### src/hdl/rgb2hsl_pkg.sv
package rgb2hsl_pkg;

	localparam int COMP_W    = 8;
	localparam int QUOT_W    = 8;
	localparam int POS_W     = $clog2(QUOT_W);
	localparam int NUM_W     = 11;
	localparam int HUE_DIV_W = 11;
	localparam int HUE_REM_W = 19;
	localparam int SAT_DIV_W = 8;
	localparam int SAT_REM_W = 16;

	// Which component holds the maximum; red wins ties over green, green over blue.
	typedef enum logic [1:0] {
		MAX_RED   = 2'd0,
		MAX_GREEN = 2'd1,
		MAX_BLUE  = 2'd2
	} max_sel_t;

	// One word in flight through the divider stages.
	typedef struct packed {
		logic [HUE_REM_W-1:0] hue_rem;
		logic [HUE_DIV_W-1:0] hue_div;
		logic [QUOT_W-1:0]    hue_q;
		logic [SAT_REM_W-1:0] sat_rem;
		logic [SAT_DIV_W-1:0] sat_div;
		logic [QUOT_W-1:0]    sat_q;
		logic [COMP_W-1:0]    lightness;
	} div_word_t;

endpackage

### src/hdl/rgb_to_hsl_converter.sv
// A pixel taken at a clock edge passes through six stages, the first loaded at the taking edge,
// and its result shows on the outputs while stage 6 holds it. Throughput: one pixel per cycle
// unless stalled; each stage holds one word and fills bubbles under stall.
// The eight-bit hue and saturation divisions take two restoring steps per stage.
// Reset: arst_n low clears every stage valid bit at once; payload registers keep no reset.
module rgb_to_hsl_converter (
	input  logic                           clk,
	input  logic                           arst_n,
	input  logic                           pixel_valid,
	output logic                           pixel_stall,
	input  logic [rgb2hsl_pkg::COMP_W-1:0] red,
	input  logic [rgb2hsl_pkg::COMP_W-1:0] green,
	input  logic [rgb2hsl_pkg::COMP_W-1:0] blue,
	output logic                           hsl_valid,
	input  logic                           hsl_stall,
	output logic [rgb2hsl_pkg::COMP_W-1:0] hue,
	output logic [rgb2hsl_pkg::COMP_W-1:0] saturation,
	output logic [rgb2hsl_pkg::COMP_W-1:0] lightness
);
	import rgb2hsl_pkg::*;

	// Front end: stage 1 finds max, min and which channel wins; stage 2 forms
	// delta, the saturation denominator, the hue numerator and the 255x dividends.
	logic      mid_valid;
	logic      mid_stall;
	div_word_t mid_word;
	div_word_t result;

	rgb2hsl_front u_front (
		.clk         (clk),
		.arst_n      (arst_n),
		.pixel_valid (pixel_valid),
		.pixel_stall (pixel_stall),
		.red         (red),
		.green       (green),
		.blue        (blue),
		.word_valid  (mid_valid),
		.word_stall  (mid_stall),
		.word        (mid_word)
	);

	// Back end: stages 3 to 6 run both divisions side by side, lightness rides along.
	// Stage 6 doubles as the output register; a stall there holds the word
	// while earlier stages keep filling any empty slots.
	rgb2hsl_divider u_divider (
		.clk        (clk),
		.arst_n     (arst_n),
		.word_valid (mid_valid),
		.word_stall (mid_stall),
		.word       (mid_word),
		.hsl_valid  (hsl_valid),
		.hsl_stall  (hsl_stall),
		.result     (result)
	);

	assign hue        = result.hue_q;
	assign saturation = result.sat_q;
	assign lightness  = result.lightness;

endmodule

### src/hdl/rgb2hsl_front.sv
module rgb2hsl_front (
	input  logic                            clk,
	input  logic                            arst_n,
	input  logic                            pixel_valid,
	output logic                            pixel_stall,
	input  logic [rgb2hsl_pkg::COMP_W-1:0]  red,
	input  logic [rgb2hsl_pkg::COMP_W-1:0]  green,
	input  logic [rgb2hsl_pkg::COMP_W-1:0]  blue,
	output logic                            word_valid,
	input  logic                            word_stall,
	output rgb2hsl_pkg::div_word_t          word
);
	import rgb2hsl_pkg::*;

	logic              valid_s1, valid_s2;
	logic              stall_s1, stall_s2;
	logic [COMP_W-1:0] red_s1, green_s1, blue_s1, mx_s1, mn_s1;
	max_sel_t          sel_s1;
	div_word_t         word_s2;

	max_sel_t          sel_c;
	logic [COMP_W-1:0] mx_c, mn_c;

	logic [COMP_W-1:0] delta;
	logic [COMP_W:0]   sum;
	logic [COMP_W-1:0] den;
	logic [NUM_W-1:0]  delta_x, six_d, num;
	logic [NUM_W-1:0]  r_x, g_x, b_x;
	logic [HUE_REM_W-1:0] hue_n;
	logic [SAT_REM_W-1:0] sat_n;
	div_word_t         word_c;

	assign stall_s2    = valid_s2 & word_stall;
	assign stall_s1    = valid_s1 & stall_s2;
	assign pixel_stall = stall_s1;

	// stage 1: pick max and min
	always_comb begin
		if (red >= green && red >= blue) begin
			sel_c = MAX_RED;
		end else if (green >= blue) begin
			sel_c = MAX_GREEN;
		end else begin
			sel_c = MAX_BLUE;
		end
		case (sel_c)
			MAX_RED:   mx_c = red;
			MAX_GREEN: mx_c = green;
			MAX_BLUE:  mx_c = blue;
			default:   mx_c = red;
		endcase
		mn_c = red;
		if (green < mn_c) mn_c = green;
		if (blue < mn_c) mn_c = blue;
	end

	always_ff @(posedge clk or negedge arst_n) begin
		if (!arst_n) begin
			valid_s1 <= 1'b0;
		end else if (!stall_s1) begin
			valid_s1 <= pixel_valid;
		end
	end

	always_ff @(posedge clk) begin
		if (pixel_valid && !stall_s1) begin
			red_s1   <= red;
			green_s1 <= green;
			blue_s1  <= blue;
			mx_s1    <= mx_c;
			mn_s1    <= mn_c;
			sel_s1   <= sel_c;
		end
	end

	// stage 2: delta, denominator, hue numerator and scaled dividends
	always_comb begin
		delta   = mx_s1 - mn_s1;
		sum     = {1'b0, mx_s1} + {1'b0, mn_s1};
		den     = (sum < (COMP_W+1)'(255)) ? sum[COMP_W-1:0]
		          : COMP_W'((COMP_W+1)'(510) - sum);
		delta_x = NUM_W'(delta);
		six_d   = (delta_x << 2) + (delta_x << 1);
		r_x     = NUM_W'(red_s1);
		g_x     = NUM_W'(green_s1);
		b_x     = NUM_W'(blue_s1);
		case (sel_s1)
			MAX_RED:   num = g_x - b_x + ((green_s1 < blue_s1) ? six_d : '0);
			MAX_GREEN: num = (delta_x << 1) + b_x - r_x;
			MAX_BLUE:  num = (delta_x << 2) + r_x - g_x;
			default:   num = '0;
		endcase
		hue_n = (HUE_REM_W'(num) << 8) - HUE_REM_W'(num);
		sat_n = (SAT_REM_W'(delta) << 8) - SAT_REM_W'(delta);

		word_c.hue_q     = '0;
		word_c.sat_q     = '0;
		word_c.lightness = sum[COMP_W:1];
		if (delta == '0) begin
			// grey: divide zero by one so both quotients come out zero
			word_c.hue_rem = '0;
			word_c.hue_div = HUE_DIV_W'(1);
			word_c.sat_rem = '0;
			word_c.sat_div = SAT_DIV_W'(1);
		end else begin
			word_c.hue_rem = hue_n;
			word_c.hue_div = six_d;
			word_c.sat_rem = sat_n;
			word_c.sat_div = den;
		end
	end

	always_ff @(posedge clk or negedge arst_n) begin
		if (!arst_n) begin
			valid_s2 <= 1'b0;
		end else if (!stall_s2) begin
			valid_s2 <= valid_s1;
		end
	end

	always_ff @(posedge clk) begin
		if (valid_s1 && !stall_s2) begin
			word_s2 <= word_c;
		end
	end

	assign word_valid = valid_s2;
	assign word       = word_s2;

endmodule

### src/hdl/rgb2hsl_divider.sv
module rgb2hsl_divider (
	input  logic                   clk,
	input  logic                   arst_n,
	input  logic                   word_valid,
	output logic                   word_stall,
	input  rgb2hsl_pkg::div_word_t word,
	output logic                   hsl_valid,
	input  logic                   hsl_stall,
	output rgb2hsl_pkg::div_word_t result
);
	import rgb2hsl_pkg::*;

	// One restoring step: take divisor << pos off the remainder if it fits.
	function automatic div_word_t div_step(input div_word_t w, input logic [POS_W-1:0] pos);
		div_word_t            o;
		logic [HUE_REM_W-1:0] hue_sh;
		logic [SAT_REM_W-1:0] sat_sh;
		o      = w;
		hue_sh = HUE_REM_W'(w.hue_div) << pos;
		sat_sh = SAT_REM_W'(w.sat_div) << pos;
		if (w.hue_rem >= hue_sh) begin
			o.hue_rem    = w.hue_rem - hue_sh;
			o.hue_q[pos] = 1'b1;
		end
		if (w.sat_rem >= sat_sh) begin
			o.sat_rem    = w.sat_rem - sat_sh;
			o.sat_q[pos] = 1'b1;
		end
		return o;
	endfunction

	localparam logic [POS_W-1:0] P7 = POS_W'(QUOT_W - 1);
	localparam logic [POS_W-1:0] P6 = POS_W'(QUOT_W - 2);
	localparam logic [POS_W-1:0] P5 = POS_W'(QUOT_W - 3);
	localparam logic [POS_W-1:0] P4 = POS_W'(QUOT_W - 4);
	localparam logic [POS_W-1:0] P3 = POS_W'(QUOT_W - 5);
	localparam logic [POS_W-1:0] P2 = POS_W'(QUOT_W - 6);
	localparam logic [POS_W-1:0] P1 = POS_W'(QUOT_W - 7);
	localparam logic [POS_W-1:0] P0 = POS_W'(QUOT_W - 8);

	logic      valid_s3, valid_s4, valid_s5, valid_s6;
	logic      stall_s3, stall_s4, stall_s5, stall_s6;
	div_word_t word_s3, word_s4, word_s5, word_s6;

	assign stall_s6   = valid_s6 & hsl_stall;
	assign stall_s5   = valid_s5 & stall_s6;
	assign stall_s4   = valid_s4 & stall_s5;
	assign stall_s3   = valid_s3 & stall_s4;
	assign word_stall = stall_s3;

	always_ff @(posedge clk or negedge arst_n) begin
		if (!arst_n) begin
			valid_s3 <= 1'b0;
			valid_s4 <= 1'b0;
			valid_s5 <= 1'b0;
			valid_s6 <= 1'b0;
		end else begin
			if (!stall_s3) valid_s3 <= word_valid;
			if (!stall_s4) valid_s4 <= valid_s3;
			if (!stall_s5) valid_s5 <= valid_s4;
			if (!stall_s6) valid_s6 <= valid_s5;
		end
	end

	// two quotient bits per stage, most significant first
	always_ff @(posedge clk) begin
		if (word_valid && !stall_s3) word_s3 <= div_step(div_step(word, P7), P6);
		if (valid_s3 && !stall_s4)   word_s4 <= div_step(div_step(word_s3, P5), P4);
		if (valid_s4 && !stall_s5)   word_s5 <= div_step(div_step(word_s4, P3), P2);
		if (valid_s5 && !stall_s6)   word_s6 <= div_step(div_step(word_s5, P1), P0);
	end

	assign hsl_valid = valid_s6;
	assign result    = word_s6;

endmodule

### config.mk
export PLATFORM = sky130hd
export DESIGN_NAME = rgb_to_hsl_converter
export DESIGN_NICKNAME = d
export VERILOG_FILES = /design/src/hdl/rgb2hsl_pkg.sv /design/src/hdl/rgb_to_hsl_converter.sv /design/src/hdl/rgb2hsl_front.sv /design/src/hdl/rgb2hsl_divider.sv
export SDC_FILE = /design/constraint.sdc
export NUM_CORES = 1
export LEC_CHECK = 0
export ABC_AREA = 1
export CORE_ASPECT_RATIO = 0.5
export CORE_MARGIN = 2
export CORE_UTILIZATION = 30
export DETAILED_ROUTE_END_ITERATION = 8
export DONT_BUFFER_PORTS = 1
export GPL_TIMING_DRIVEN = 0
export MAX_ROUTING_LAYER = met4
export PLACE_DENSITY = 0.44
export SLEW_MARGIN = 25
export SYNTH_ARGS = -nofsm -noshare
export SYNTH_HDL_FRONTEND = slang
export SYNTH_SLANG_ARGS = --single-unit
### constraint.sdc
create_clock -name clk -period 6.6 [get_ports clk]
set_clock_uncertainty 0.05 [all_clocks]
set_input_delay 0.66 -clock clk [delete_from_list [all_inputs] [get_ports clk]]
set_output_delay 0.66 -clock clk [all_outputs]
set_load 0.01 [all_outputs]
Yosys cells after proc, flatten, opt, wreduce, memory -nomap -nowiden
Index checks and enable logic that the tools add are counted.
Storage, ports and cells
  bits of input ports: 28
  register bits after elaboration: 344
  output and inout port bits: 26
  word-level logic and storage cells: 159
Cells by class
  reductions and logical operators: 15
  add/sub/neg operators: 26
  equality and inequality tests: 4
  order comparisons: 23
  muxes and demuxes: 30
  bitwise operators: 6
Operators with widths (number)
  2-to-1 mux 19 bit: 11
  2-to-1 mux 16 bit: 11
  case mux 11 bit (3 select lines): 1
  greater-or-equal comparator 8 bit: 3
  less-than comparator 8 bit: 3
  2-to-1 mux 8 bit: 3
  subtractor 11 x 8 -> 11 bit: 2
  greater-or-equal comparator 19 x 11 -> 1 bit: 1
  greater-or-equal comparator 19 x 12 -> 1 bit: 1
  greater-or-equal comparator 19 x 13 -> 1 bit: 1
  greater-or-equal comparator 19 x 14 -> 1 bit: 1
  greater-or-equal comparator 19 x 15 -> 1 bit: 1
  greater-or-equal comparator 19 x 16 -> 1 bit: 1
  greater-or-equal comparator 19 x 17 -> 1 bit: 1
  greater-or-equal comparator 19 x 18 -> 1 bit: 1
  subtractor 19 x 11 -> 19 bit: 1
  subtractor 19 x 12 -> 19 bit: 1
  subtractor 19 x 13 -> 19 bit: 1
  subtractor 19 x 14 -> 19 bit: 1
  subtractor 19 x 15 -> 19 bit: 1
  subtractor 19 x 16 -> 19 bit: 1
  subtractor 19 x 17 -> 19 bit: 1
  subtractor 19 x 18 -> 19 bit: 1
  greater-or-equal comparator 16 x 10 -> 1 bit: 1
  34 further kinds: 53

Longest topological paths before layout
Gate-level depths: netlist of run 1.
  depth after elaboration: 9
  gate-level depth with buffers: 41
  mapped depth without buffers: 40

Cells and area by module
Synthesis of run 1 repeated with hierarchy kept, for this count alone.
Unflattened totals
  cell total of the unflattened synthesis: 3663
  area, all modules: 30591.8 µm²
Modules (own cells, without submodules)
  rgb2hsl_divider: sequential area each 9469.1 µm², cells an instance 2586, instances 1, area each 21698.3 µm²
  rgb2hsl_front: sequential area each 3113.0 µm², cells an instance 1077, instances 1, area each 8893.5 µm²

Worst setup path before layout of run 1
No wires, ideal clock.
  kind: register to register
  start: register u_front.mx_s1[0]
  end: register u_front.word_s2, in the netlist u_front.word[77] (data pin)
  data required time: 6.295 ns
  clock period less this slack: 5.580 ns
  slack: 1.020 ns
  cell stages (with the launch flop): 37
  data arrival time: 5.276 ns
  path buffers: 0
  setup time: 0.255 ns
  path through: edfxtp_1 -> inv_1 -> ha_1 -> inv_1 -> fa_1 -> xor2_1 -> inv_1 -> ha_1 -> nand3_1 -> nand2_1 -> nand3_1 -> o21ai_0 -> nand4_1 -> nand2_1 -> xor2_1 -> nor2_1 -> ha_1 -> inv_1 -> nor4_1 -> nand2_1 -> o311ai_0 -> a31oi_1 -> nand3_1 -> nand3_1 -> nand2_1 -> inv_1 -> ha_1 -> inv_1 -> nor2_1 -> nor2_1 -> inv_1 -> nor2_1 -> o2111ai_1 -> nor2_1 -> nand2_1 -> a21oi_1 -> nor2_1
Between the ends
  cells in the longest elaborated chain, start to end: 6
  elaborated cells between the ends (all ways): 11
  those cells by class: add/sub: 8; mux: 2; reduce/logical: 1
Ends and longest elaborated chain
  start, declared: line rgb2hsl_front.sv:17  | logic [COMP_W-1:0] red_s1, green_s1, blue_s1, mx_s1, mn_s1;
  start signal, assigned: line rgb2hsl_front.sv:70  | mx_s1 <= mx_c;
  subtractor 8 bit *: line rgb2hsl_front.sv:78  | delta = mx_s1 - mn_s1;
  adder 10 x 9 -> 11 bit: line rgb2hsl_front.sv:83  | six_d = (delta_x << 2) + (delta_x << 1);
  2-to-1 mux 11 bit: line rgb2hsl_front.sv:88  | MAX_RED: num = g_x - b_x + ((green_s1 < blue_s1) ? six_d : '0);
  adder 11 bit: line rgb2hsl_front.sv:88
  case mux 11 bit (3 select lines): line rgb2hsl_front.sv:87  | case (sel_s1)
  subtractor 19 x 11 -> 19 bit: line rgb2hsl_front.sv:93  | hue_n = (HUE_REM_W'(num) << 8) - HUE_REM_W'(num);
  end signal, assigned: line rgb2hsl_front.sv:123  | word_s2 <= word_c;
  end, declared: line rgb2hsl_front.sv:19  | div_word_t word_s2;
Every way passes the cells marked *; elsewhere a longest branch is shown, timed or not.
A chain may end at the register's enable or synchronous reset.

Worst setup path in the final report of run 1
  start: register u_front.mn_s1[0]
  end: register u_front.word_s2, in the netlist u_front.word[77] (data pin)
Between the ends
  cells in the longest elaborated chain, start to end: 6
  elaborated cells between the ends (all ways): 11
  those cells by class: add/sub: 8; mux: 2; reduce/logical: 1
Ends and longest elaborated chain
  start, declared: line rgb2hsl_front.sv:17
  start signal, assigned: line rgb2hsl_front.sv:71  | mn_s1 <= mn_c;
  subtractor 8 bit *: line rgb2hsl_front.sv:78
  adder 10 x 9 -> 11 bit: line rgb2hsl_front.sv:83
  2-to-1 mux 11 bit: line rgb2hsl_front.sv:88
  adder 11 bit: line rgb2hsl_front.sv:88
  case mux 11 bit (3 select lines): line rgb2hsl_front.sv:87
  subtractor 19 x 11 -> 19 bit: line rgb2hsl_front.sv:93
Marks and branches as above.

==> key figures, run 1 <==
Finish
  – Inserted Diodes: 0
  – Layout cells sized above 1: 0.0739
  – Multi-input gate area: roughly 13,000 um2
  – Most common cell after layout, fill and taps aside: nand2_1
  – Register Area: between 10,000 and 15,000 um2
  – Most frequent cells in the layout: nand2_1 (604), inv_1 (431), edfxtp_1 (330), ha_1 (259), a21oi_1 (241)
  – Fin nets: 3,328
  – Filler cells: 8,663
  – Post-Layout Cell Count: 4,159
  – Area growth syn-to-layout: 11.9%

Place
  – IO Port Bufs: 0
  – GPL Wtd Cong: 0.899
  – Cells after DPL: 4,083
  – Hpwl dp: 52,200 um

Floorplanning
  – Core area: 83,600 um2
  – FP Rows: 75
  – Chip width: ~410 um
  – Initial Utilization: 0.302
  – I/O pins: 54
  – Die ar.: 86,800 um2
  – Die Span Y: 209 um

Setup path
  – Register-to-Register Path Depth: 35
  – Crit path top cell by count: nand2_1
  – CP max stage cell: fa_2
  – Critical Path AT: ~6.2 ns
  – Worst EP required: between 6 and 7 ns
  – R2r setup slk: 0.64 ns
  – Reg-to-Reg Start: u_front.mn_s1[0]$_DFFE_PP_
  – Nature of the critical path startpoint: register
  – Maximum fanout along the worst path: 6
  – Slowest stage delay, CP: 0.49 ns
  – R2r endpoint: u_front.word[77]$_SDFFCE_PP0P_
  – Setup crit end kind: register
  – Critical path class: reg -> reg

Status
  – Status: completed

Global route
  – GR Util met3: 0.0219
  – GRT Residual Overflow: 0
  – Busiest layer in global routing: met2
  – M1 GR Usage: 0.199
  – Initial antenna violation count: 0
  – Overall routing resource usage: 0.153
  – First-pass GRT wire length: 103,000 um
  – Largest net degree at the start of global routing: 57
  – Met2 Usage GRT: 0.247
  – Vias in the first global route: 19,359

Timing
  – Hold Vio Cnt, Final: 0
  – Max Slew Vio Count: 0
  – Final period util: 0.904
  – Slew HR: 0.572
  – Final setup violating endpoints: 0
  – Fmax: 0.168 GHz
  – Min Tclk post-route: 5.96 ns
  – Worst-Margin Slew: 0.641 ns

Hold path
  – Hold EP: u_front.green_s1[5]$_DFFE_PP_
  – Worst min-delay path class: in -> reg
  – HP Start: green[5]
  – Worst hold path depth: 0

Detailed routing
  – Via count: 19,374
  – Post-route ant nets: 0
  – Violation count after the first detailed-route iteration: 1,107
  – Vias per inst: ~4.7
  – Final WL: around 64,000 um
  – DRC: 0
  – Drt pass-1 iters: 5
  – WL per Instance: 15.4 um

Run
  – MaxCap Viol Count: 0

Logic synthesis
  – Synth Cell Area: 25,300 um2
  – Synth warn: 0
  – Unique masters post-synth: 70
  – Yosys reg bits: 336
  – Post-synth EDFFs: between 300 and 400
  – Async SR Flop Fraction: 0.0179
  – Primary FF master, synth: edfxtp_1
  – Mapped Cells: 2,959
  – Mapped Avg Cell Area: 8.55 um2
  – Synthesized Nets: between 3,000 and 4,000
  – Post-synthesis sequential area ratio: 0.398

Clocking
  – CTS buffer count: 38
  – CTS tree: built
  – Worst skew pair latency: 0.58 ns
  – Htree depth: 2
  – Reg clk slew, reported paths: 0.07 ns
  – # clock sinks: 336
  – CTS root buffer: clkbuf_16
  – CTS Buffer Depth: 3
registers in the layout, summed over array words and instances, names as in the netlist:
name                 count
u_divider.word_s5       72
u_divider.word_s4       68
u_divider.word_s3       64
u_front.word            60
u_divider.result        24
u_front.blue_s1          8
u_front.green_s1         8
u_front.mn_s1            8
u_front.mx_s1            8
u_front.red_s1           8
u_front.sel_s1           2
u_divider.hsl_valid      1
u_divider.valid_s3       1
u_divider.valid_s4       1
u_divider.valid_s5       1
u_front.valid_s1         1
u_front.word_valid       1
layout make-up:
class,count,area share
plain buffers,33,0.00761
clock buffers,44,0.0359
clock inverters,26,0.00995
inverters,446,0.0596
multi-input cells,2144,0.474
flip-flops and latches,336,0.356
well taps,1116,0.0493
repair buffers,14,0.00840
cells in the mapped netlist (6+ instances only):
cell        n  area (um2)
a21o_1     12        90.1
a21oi_1   242        1210
a21oi_2    10        87.6
a31oi_1    13        81.3
buf_2      10        50.1
buf_6       6        67.6
clkbuf_1   10        37.5
dfrtp_1     6         150
edfxtp_1  330        9910
fa_1       26         521
ha_1      261        3270
inv_1     434        1630
inv_2       7        26.3
nand2_1   606        2270
nand2_2    20         125
nand3_1   145         726
nand3_2     9        90.1
nand3b_1   15         113
nand4_1    39         244
nor2_1    222         833
nor2_2     10        62.6
nor3_1     36         180
nor4_1     14        87.6
o211ai_1   15         113
o21a_1     11        82.6
o21ai_0   152         761
o21ai_1    38         190
o21ai_2    25         219
o21bai_1   12        90.1
or2_2       9        56.3
xnor2_1    53         464
xor2_1     85         744
critical path, delay by kind of cell, from the launching register on:
family                     cells  cell delay [ns]
and+or+nand+nor               21             2.08
adders and majority gates      6             1.97
DFF                            1             0.41
AOI/OAI and AO/OA              3             0.48
buffers and inverters          4             0.47
xor gates and xnor gates       1             0.24
metrics by stage:
| stage | worst slack (ns) | area [um2] | setup TNS (ns) | utilization | hold slack, ns |
|---|---|---|---|---|---|
| global route | -0.0445 | 28300 | -0.0445 | 0.338 | 0.0832 |
| CTS | 0.135 | 28200 | 0 | 0.338 | 0.0707 |
| floorplan | 1.02 | 25300 | 0 | - | 0.314 |
| global placement | -0.413 | 26700 | -1.80 | 0.319 | 0.315 |
| finish | 0.636 | 28300 | 0 | 0.338 | 0.117 |
| detailed placement | -0.0302 | 26900 | -0.0302 | 0.322 | 0.315 |
kinds of logic (layout without fill, tap and decap cells):
family          after synthesis  after routing  share of synthesized area
fa+ha+maj                   287            287                      0.150
flops                       336            336                      0.398
xor+xnor                    139            139                     0.0484
mux                           2              2                   0.000891
compound gates              565            565                      0.128
simple gates               1151           1151                      0.200
buf+inv                     479            563                     0.0750
routing by layer:
layer  up-vias  wire length [um]  part of all wire
li1      10206                 -                 -
met1      8864             31800              0.50
met2       228             28700              0.45
met3        76              1860             0.029
met4         0              1590             0.025
met5         -                 0                 0
timing repair:
| action | 4_1_cts | 5_1_grt |
|---|---|---|
| setup endpoints to repair | 1 | 8 |
| hold buffers | 1 | 0 |
| setup buffers | 0 | 5 |
| hold endpoints to repair | 6 | 0 |
| pin swaps | 0 | 2 |
| gates resized for setup | 1 | 7 |
worst max-delay path by stage:
| stage | start | to | depth (start not counted) |
|---|---|---|---|
| 5_1_grt | u_front.mx_s1[2]$_DFFE_PP_ | u_front.word[77]$_SDFFCE_PP0P_ | 38 |
| 3_3_place_gp | u_front.mx_s1[0]$_DFFE_PP_ | u_front.word[77]$_SDFFCE_PP0P_ | 36 |
| 4_1_cts | u_front.mx_s1[0]$_DFFE_PP_ | u_front.word[77]$_SDFFCE_PP0P_ | 36 |
| 3_5_place_dp | u_front.mx_s1[0]$_DFFE_PP_ | u_front.word[77]$_SDFFCE_PP0P_ | 36 |
| 6_report | u_front.mn_s1[0]$_DFFE_PP_ | u_front.word[77]$_SDFFCE_PP0P_ | 35 |
| 2_1_floorplan | u_front.mx_s1[0]$_DFFE_PP_ | u_front.word[77]$_SDFFCE_PP0P_ | 36 |
Power of run 1 is left out: the tool's default activity adds up to more than one toggle a clock period on the data nets, which glitch-free logic cannot reach.
==> run 2: changes to the inputs <==
- PLACE_DENSITY: 0.44 -> 0.45
- clock period: 6.6 -> 5.3 ns (I/O delays scaled with it)
==> key figures, run 2 (same netlist as run 1, synthesis figures left out) <==
Finish
  – Most common cell after layout, fill and taps aside: nand2_1
  – Largest regs: u_divider.word_s5: 72 flops, u_divider.word_s4: 68 flops, u_divider.word_s3: 64 flops
  – Largest Register: u_divider.word_s5
  – Register Area: 10,100 um2 (unchanged)
  – Area growth syn-to-layout: 16.8%
  – Most frequent cells in the layout: nand2_1 (585), inv_1 (419), edfxtp_1 (330), ha_1 (244), a21oi_1 (228)
  – Fin util: 0.353 (+0.0149)
  – Max FFs per register: 72 (unchanged)
  – Multi-input gate area: 14,000 um2 (+4.5%)
  – Filler cells: 8,604 (-0.68%)
  – Fin nets: 3,395 (+2.0%)
  – Design area: 29,500 um2 (+4.4%)
  – Layout cells sized above 1: 0.119 (+0.0447)
  – Inserted Diodes: 0 (unchanged)

Global route
  – Initial antenna violation count: 0 (unchanged)
  – Overall routing resource usage: 0.153 (+0.000635)
  – GRT Residual Overflow: 0 (unchanged)
  – First-pass GRT wire length: 104,000 um (+0.76%)
  – Vias in the first global route: 19,564 (+1.1%)
  – Largest net degree at the start of global routing: 55 (-3.5%)

Setup path
  – Nature of the critical path startpoint: register
  – Maximum fanout along the worst path: 7 (+1)
  – Critical path class: reg -> reg
  – Worst EP required: 5.57 ns (-1.30 ns)
  – Critical Path AT: 5.52 ns (-0.72 ns)
  – Slowest stage delay, CP: 0.41 ns (-0.08 ns)
  – CP max stage cell: edfxtp_1
  – Setup crit end kind: register

Clocking
  – CTS buffer count: 38 (unchanged)
  – CTS tree: built
  – Worst skew pair latency: 0.57 ns (about the same)
  – CTS Buffer Depth: 3 (unchanged)
  – Htree depth: 2 (unchanged)
  – Reg clk slew, reported paths: 0.06 ns (about the same)
  – # clock sinks: 336 (unchanged)
  – CTS root buffer: clkbuf_16

Timing
  – RSZ-0062 raised after global routing: yes
  – Worst-Margin Slew: 0.661 ns (+0.0198 ns)
  – Slew HR: 0.559 (-0.0132)
  – Max Slew Vio Count: 0 (unchanged)
  – Hold Vio Cnt, Final: 0 (unchanged)
  – Final period util: 0.992 (+0.0883)
  – Fmax: 0.190 GHz (+13%)
  – Min Tclk post-route: 5.26 ns (-0.707 ns)
  – Final setup violating endpoints: 0 (unchanged)

Hold path
  – Worst min-delay path class: in -> reg

Status
  – Status: completed

Floorplanning
  – FP Rows: 75 (unchanged)
  – I/O pins: 54 (unchanged)
  – Die ar.: 86,800 um2 (unchanged)
  – Core area: 83,600 um2 (unchanged)
  – Die Span Y: 209 um (unchanged)
  – Initial Utilization: 0.302 (unchanged)
  – Chip width: 415 um (unchanged)

Place
  – Placed Area: 26,900 um2 (about the same)
  – IO Port Bufs: 0 (unchanged)
  – Hpwl dp: 51,900 um (-0.71%)
  – GPL Wtd Cong: 0.887 (-1.4%)

Detailed routing
  – Via count: 19,553 (+0.92%)
  – WL per Instance: 15.2 um (-1.1%)
  – Post-route ant nets: 0 (unchanged)
  – Violation count after the first detailed-route iteration: 1,025 (-7.4%)
  – DRC: 0 (unchanged)
  – Vias per inst: 4.63 (-0.65%)
  – Final WL: 64,200 um (+0.47%)
  – Drt pass-1 iters: 5 (unchanged)

Run
  – MaxCap Viol Count: 0 (unchanged)
## run 2: cell type report
type	count	share of cell area
buffer	33	0.00767
clock inverter	24	0.0115
timing repair buffer	81	0.0276
sequential	336	0.341
multi-input combinational	2144	0.474
inverter	446	0.0576
tap	1116	0.0473
clock buffer	45	0.0338
## run 2: path summary, 6_finish.rpt
kind,startpoint,cells past startpoint,slack (ns),end
max in group asynchronous,arst_n,1,4.74,u_front.valid_s1$_DFFE_PN0N_
worst max-delay path,u_front.mx_s1[0]$_DFFE_PP_,34,0.04,u_front.word[73]$_SDFFCE_PP0P_
worst min register to register,u_divider.word_s3[47]$_SDFFCE_PN1P_,0,0.35,u_divider.word_s4[47]$_DFFE_PP_
min in group asynchronous,arst_n,1,0.23,u_front.word_valid$_DFFE_PN0N_
worst min-delay path,hsl_stall,2,0.04,u_divider.hsl_valid$_DFFE_PN0N_
worst max register to register,u_front.mx_s1[0]$_DFFE_PP_,34,0.04,u_front.word[73]$_SDFFCE_PP0P_
## run 2: repair_timing
action	4_1_cts	5_1_grt
cloned	0	0
endpoints found under the setup margin	11	28
pin swaps	46	37
setup buffers	36	16
hold endpoints to repair	30	0
hold buffers	25	0
gates resized for setup	74	73
## run 2: routing by layer
layer,global-route usage,part of all wire,vias to the layer above
met5,-,0,-
met4,0.0438,0.026,0
met3,0.0205,0.027,95
met2,0.250,0.45,219
met1,0.201,0.49,8936
li1,-,-,10303
## run 2: per-stage QoR
stage          std cells  setup WS (ns)  setup TNS (ns)  hold WS, ns
2_1_floorplan       2959         0.0326               0        0.184
5_1_grt             4225         -0.343           -2.46       0.0583
3_3_place_gp        4075          -1.05          -40.76        0.185
3_5_place_dp        4083          -1.01           -7.32        0.185
6_report            4225         0.0427               0       0.0447
4_1_cts             4211         -0.144          -0.552      0.00628
## run 2: worst max-delay path: cells and delay by family (launching register included)
family | cells | cell delay, ns
buffers and inverters | 8 | 0.70
XOR/XNOR | 1 | 0.18
flip-flops | 1 | 0.41
adder cells (fa/ha/maj) | 5 | 1.43
AND/OR/NAND/NOR | 15 | 1.52
AO/OA/AOI/OAI | 5 | 0.73
Power of run 2 is left out for the same reason.
